--- src/sv/rsig_pkg.sv ---
`timescale 1ns / 1ps

package rsig_pkg;

  localparam int ROW_COUNT_W = 13;
  localparam int ROW_INDEX_W = 12;
  localparam int TARGET_W    = 13;
  localparam int SEED_W      = 32;
  localparam int CFG_DATA_W  = 32;
  localparam int CFG_IDX_W   = 1;
  localparam int RAND_W      = 64;
  localparam int HALF_W      = 32;
  localparam int DIV_CNT_W   = 6;

  // Epoch tag kept next to each store entry; tag zero means "never written".
  localparam int EPOCH_W = 8;

  localparam logic [TARGET_W-1:0] TARGET_RESET = 13'd4096;
  localparam logic [SEED_W-1:0]   SEED_RESET   = 32'h5356_5352;

  localparam logic [RAND_W-1:0] GOLDEN_STEP = 64'h9E37_79B9_7F4A_7C15;
  localparam logic [RAND_W-1:0] MIX_MUL_A   = 64'hBF58_476D_1CE4_E5B9;
  localparam logic [RAND_W-1:0] MIX_MUL_B   = 64'h94D0_49BB_1331_11EB;

  localparam int MIX_SH_A = 30;
  localparam int MIX_SH_B = 27;
  localparam int MIX_SH_C = 31;

  typedef enum logic {
    OP_START = 1'b0,
    OP_DRAW  = 1'b1
  } op_e;

  typedef enum logic [CFG_IDX_W-1:0] {
    REG_SAMPLE_TARGET = 1'b0,
    REG_RNG_SEED      = 1'b1
  } cfg_reg_e;

  typedef struct packed {
    logic load;   // reload generator from seed
    logic step;   // advance generator and reduce modulo span
  } rand_ctl_t;

  typedef struct packed {
    logic busy;
    logic done;   // remainder valid, one-cycle pulse
  } rand_sts_t;

endpackage

--- src/sv/rsig_rand.sv ---
`timescale 1ns / 1ps

// SplitMix64 step followed by a bit-serial remainder by span.
// 64-bit multiplies run on one shared 32x32 multiplier, three partial
// products each (only the low 64 bits of the product are kept).
module rsig_rand #(
  parameter int SPAN_W = 13
) (
  input  logic                          clk,
  input  logic                          rst,
  input  rsig_pkg::rand_ctl_t           ctl,
  input  logic [rsig_pkg::SEED_W-1:0]   seed,
  input  logic [SPAN_W-1:0]             span,
  output rsig_pkg::rand_sts_t           sts,
  output logic [SPAN_W-1:0]             rem
);

  typedef enum logic [3:0] {
    R_IDLE = 4'b0001,
    R_MULA = 4'b0010,
    R_MULB = 4'b0100,
    R_DIV  = 4'b1000
  } rstate_t;

  localparam logic [1:0] SUB_LAST = 2'd2;
  localparam logic [rsig_pkg::DIV_CNT_W-1:0] BIT_LAST = '1;

  rstate_t                           fsm;
  logic [rsig_pkg::RAND_W-1:0]       gen_state;
  logic [rsig_pkg::RAND_W-1:0]       mx;
  logic [rsig_pkg::RAND_W-1:0]       acc;
  logic [rsig_pkg::RAND_W-1:0]       dq;
  logic [1:0]                        msub;
  logic [rsig_pkg::DIV_CNT_W-1:0]    bitcnt;
  logic [SPAN_W-1:0]                 span_q;
  logic [SPAN_W-1:0]                 rbuf;
  logic                              done;

  logic [rsig_pkg::RAND_W-1:0]       gen_next;
  logic [rsig_pkg::RAND_W-1:0]       kmul;
  logic [rsig_pkg::HALF_W-1:0]       a_op;
  logic [rsig_pkg::HALF_W-1:0]       b_op;
  logic [rsig_pkg::RAND_W-1:0]       prod;
  logic [rsig_pkg::RAND_W-1:0]       acc_next;
  logic [SPAN_W:0]                   trial;
  logic [SPAN_W:0]                   span_ext;
  logic [SPAN_W:0]                   diff;
  logic [SPAN_W-1:0]                 rbuf_next;

  assign gen_next = gen_state + rsig_pkg::GOLDEN_STEP;
  assign kmul     = (fsm == R_MULB) ? rsig_pkg::MIX_MUL_B : rsig_pkg::MIX_MUL_A;

  // lo*lo, then lo*hi and hi*lo folded into the upper half
  assign a_op = (msub == SUB_LAST) ? mx[63:32] : mx[31:0];
  assign b_op = (msub == 2'd1) ? kmul[63:32] : kmul[31:0];
  assign prod = a_op * b_op;

  always_comb begin
    if (msub == 2'd0) begin
      acc_next = prod;
    end else begin
      acc_next = {acc[63:32] + prod[31:0], acc[31:0]};
    end
  end

  assign trial     = {rbuf, dq[rsig_pkg::RAND_W-1]};
  assign span_ext  = {1'b0, span_q};
  assign diff      = trial - span_ext;
  assign rbuf_next = (trial >= span_ext) ? diff[SPAN_W-1:0] : trial[SPAN_W-1:0];

  always_ff @(posedge clk) begin
    if (rst) begin
      fsm       <= R_IDLE;
      gen_state <= {{(rsig_pkg::RAND_W - rsig_pkg::SEED_W){1'b0}}, rsig_pkg::SEED_RESET};
      done      <= 1'b0;
      msub      <= 2'd0;
      bitcnt    <= '0;
    end else begin
      done <= (fsm == R_DIV) && (bitcnt == BIT_LAST);
      unique case (fsm)
        R_IDLE: begin
          if (ctl.load) begin
            gen_state <= {{(rsig_pkg::RAND_W - rsig_pkg::SEED_W){1'b0}}, seed};
          end else if (ctl.step) begin
            gen_state <= gen_next;
            mx        <= gen_next ^ (gen_next >> rsig_pkg::MIX_SH_A);
            span_q    <= span;
            msub      <= 2'd0;
            fsm       <= R_MULA;
          end
        end
        R_MULA: begin
          acc <= acc_next;
          if (msub == SUB_LAST) begin
            mx   <= acc_next ^ (acc_next >> rsig_pkg::MIX_SH_B);
            msub <= 2'd0;
            fsm  <= R_MULB;
          end else begin
            msub <= msub + 2'd1;
          end
        end
        R_MULB: begin
          acc <= acc_next;
          if (msub == SUB_LAST) begin
            dq     <= acc_next ^ (acc_next >> rsig_pkg::MIX_SH_C);
            rbuf   <= '0;
            bitcnt <= '0;
            msub   <= 2'd0;
            fsm    <= R_DIV;
          end else begin
            msub <= msub + 2'd1;
          end
        end
        R_DIV: begin
          rbuf   <= rbuf_next;
          dq     <= dq << 1;
          bitcnt <= bitcnt + 1'b1;
          if (bitcnt == BIT_LAST) begin
            fsm <= R_IDLE;
          end
        end
        default: fsm <= R_IDLE;
      endcase
    end
  end

  assign sts.busy = (fsm != R_IDLE);
  assign sts.done = done;
  assign rem      = rbuf;

endmodule
--- config.mk ---
export PLATFORM = sky130hd
export DESIGN_NAME = rsig_rand
export DESIGN_NICKNAME = d
export VERILOG_FILES = /design/src/sv/rsig_pkg.sv /design/src/sv/rsig_rand.sv
export SDC_FILE = /design/constraint.sdc
export NUM_CORES = 2
export LEC_CHECK = 0
export CAP_MARGIN = 20
export CORE_UTILIZATION = 67
export DETAILED_ROUTE_END_ITERATION = 12
export DONT_BUFFER_PORTS = 1
export PLACE_DENSITY = 0.83
export SLEW_MARGIN = 20
export SYNTH_ARGS = -nofsm -noshare
export SYNTH_HDL_FRONTEND = slang
export SYNTH_SLANG_ARGS = --single-unit
export TNS_END_PERCENT = 10
--- constraint.sdc ---
create_clock -name clk -period 18.05 [get_ports clk]
set_input_delay 1.805 -clock clk [delete_from_list [all_inputs] [get_ports clk]]
set_output_delay 1.805 -clock clk [all_outputs]
set_load 0.005 [all_outputs]
==> summary.txt <==
Postcts setup bufs: 0
EDFF count, synth: 218
CTS tree: yes
Grt met1 use: 0.6065
Nets@finish: 6134
Synthesized instance count: 4982
Cts repair resizes: 0
Grt total ovfl: 0
Slowest cell on crit path: fa_1
Number of global-route vias before repair: 37.76k
Most used routing layer: met2
Routability congestion estimate: 1.078
Number of synthesized register bits: 295
Worst setup endpoint: dq[62]
Clock Path Buffers: 3
Ys async rst share: 0
Total CTS buffers: 34
Die X: 268.2 µm
I/O Pins: 64
Final WL: 164.7 mm
Remaining routing DRC violations: 0
Setup violators final: 0
Highest clock rate: 0.08404 GHz
CP most frequent cell: fa_1
Worst reg-to-reg setup slack: 6150 ps
CP Class: flop to flop
DRT iter0 DRCs: 4433
Full die area: 71910 µm²
Die height: 268.2 µm
Initial antenna violation count: 7
Crit path largest cell delay: 940 ps
Worst-path fanout max: 64
Critical path startpoint: msub[0]
Slew HR: 0.2859
Num rows: 97
PortBufs: 0
Cell taking the most area after synthesis: fa_1
Wire length of the first global-routing pass: 242.2 mm
Starting Density: 0.6778
Area contributors post-synth: fa_1, edfxtp_1, ha_1, inv_1, dfxtp_1
Measured slew at the worst slew-check pin: 1044 ps
Clock transition at path regs: 60 ps
Clock sinks: 295
Met3 Use GR: 0.1260
Post-Syn Nets: 6239
Outcome: finished clean
Fillers: 5385
Hold Vio Cnt, Final: 0
Overall global routing resource usage: 0.4708
Reg-to-Reg End: dq[62]
Fin crit period: 11900 ps
Setup TNS Final: 0 ps
Seq/Total Area, Yosys: 0.1704
Vias per cell: 6.354
Period utilisation layout: 0.6592
Commonest register cell after synthesis: edfxtp_1
Met2 GRT Util: 0.7123
YS warnings: 0
Min-delay worst type: flop to flop
Crit start category: flop
Later-pin clock latency in the skew report: 560 ps
Area added between synthesis and finish: 4.150%
CTS root buffer: clkbuf_16
Synth top area share: 0.3492
Worst r2r path cells: 33
RSZ-0062 raised after global routing: no
Share of layout cells above drive strength 1: 0.03672
Antenna-violating nets left: 0
Unique masters post-synth: 88
DR pass1 iterations: 6
Fin. max-slew vios: 0
R2r startpoint: msub[0]
Post-Syn Area: 47460 µm²
DR vias: 37.14k
Worst EP arrival: 12170 ps
# hold bufs at CTS: 0
Syn avg cell area: 9.527 µm²
Maxcap violations: 0
H-tree depth: 2
Placeable Area: 70030 µm²
Clk_skew: 45.00 ps
HPWL after detailed placement: 137.1 mm
Crit path required time: 18320 ps
Worst Setup End Kind: flop
Pin count of the biggest net entering global routing: 78
DR WL/cell: 28.18 µm
cell usage after synthesis (all sizes together) (7+ instances only):
master     n
a21oi    237
mux2i     58
fa       828
a22oi      7
a211o     10
o21ai    163
nor4      14
o31ai     26
buf       25
ha       380
o21bai    21
and4       8
nor2b     24
clkbuf   151
o21a      23
or4        8
a21o      54
edfxtp   218
mux2      36
or2       16
xnor2    168
o22ai     26
dfxtp     77
nand2    331
nor3      48
a31oi     22
inv     1021
and3      20
nand4     34
nand2b    85
a211oi    18
or3       14
nand3     54
and2     156
xor2      91
nor2     401
o211ai    20
metal layers:
| metal | part of all wire | vias up |
|---|---|---|
| met5 | 0.00027 | - |
| met4 | 0.075 | 6 |
| met3 | 0.12 | 600 |
| met2 | 0.44 | 2518 |
| met1 | 0.37 | 18400 |
| li1 | - | 15620 |
layout make-up:
cell class / count / area, µm² / share of cell area
well taps: 940 / 1176 / 0.02379
multi-input cells: 3488 / 34940 / 0.7069
diodes: 3 / 7.507 / 0.0001519
clock inverters: 14 / 152.6 / 0.003088
clock buffers: 47 / 939.7 / 0.01901
repair buffers: 35 / 282.8 / 0.005720
inverters: 1023 / 3840 / 0.07768
flip-flops and latches: 295 / 8088 / 0.1636
sequential cells by signal (all words and copies together) (netlist names):
signal,count
span_q,13
msub,2
dq,64
mx,64
done,1
gen_state,64
fsm,4
bitcnt,6
acc,64
rem,13
stage by stage:
step | cells | area [µm²] | worst slack [ps] | hold WS [ps] | utilization
2_1_floorplan | 4982 | 47460 | 7972 | 435.4 | -
3_3_place_gp | 5780 | 48300 | 6672 | 443.7 | 0.6897
3_5_place_dp | 5780 | 48300 | 6568 | 450.9 | 0.6897
4_1_cts | 5841 | 49390 | 6494 | 483.9 | 0.7053
5_1_grt | 5843 | 49430 | 5575 | 498.8 | 0.7058
6_report | 5845 | 49430 | 6151 | 479.7 | 0.7059
worst max-delay path: cells and delay by family, from the launching register on:
family | cells | cell delay (ps)
multiplexers | 1 | 310
XOR/XNOR | 1 | 390
AO/OA/AOI/OAI | 7 | 2060
AND/OR/NAND/NOR | 7 | 1890
flip-flops | 1 | 490
buffers and inverters | 6 | 1100
adder cells (fa/ha/maj) | 11 | 5300
cells in the final DEF, fill, tap and decap left out, types with 7 or more instances in the layout:
master and instances:
o21ai_0 153, nor2_1 399, or3_1 14, o21bai_1 21
nand4_1 34, nand2_1 330, nor2b_1 22, dfxtp_1 77
xnor2_1 168, o31ai_1 23, o21ai_1 8, o211ai_1 20
a21o_1 54, a31oi_1 21, a211o_1 10, o21a_1 23
and2_1 155, and3_1 20, or2_2 16, nand3_1 54
xor2_1 91, a21oi_1 232, edfxtp_1 218, nor3_1 47
mux2i_1 56, mux2_2 35, inv_1 1018, a22oi_1 7
ha_1 378, or4_1 7, clkbuf_1 9, a211oi_1 18
o22ai_1 25, fa_1 828, clkbuf_16 34, buf_4 34
nor4_1 9, nand2b_1 85, and4_1 8
logic make-up after synthesis:
| family | Yosys count | synth area share |
|---|---|---|
| AND/OR/NAND/NOR | 1229 | 0.1232 |
| XOR/XNOR | 262 | 0.04922 |
| multiplexers | 94 | 0.02085 |
| AO/OA/AOI/OAI | 695 | 0.09166 |
| buffers and inverters | 1199 | 0.09519 |
| flip-flops | 295 | 0.1704 |
| adder cells (fa/ha/maj) | 1208 | 0.4494 |
how the worst min path moves through the flow:
stage                   endpoint    startpoint  cells after the start  slack (ps)
floorplan           gen_state[9]  gen_state[9]                      1         440
global placement    gen_state[9]  gen_state[9]                      1         440
detailed placement  gen_state[9]  gen_state[9]                      1         450
CTS                         done     bitcnt[5]                      2         480
global route           bitcnt[1]     bitcnt[1]                      2         500
finish                      done     bitcnt[5]                      2         480
Power is not shown: default switching activity piles up to over one toggle a cycle in this logic, so the estimate is an artifact.
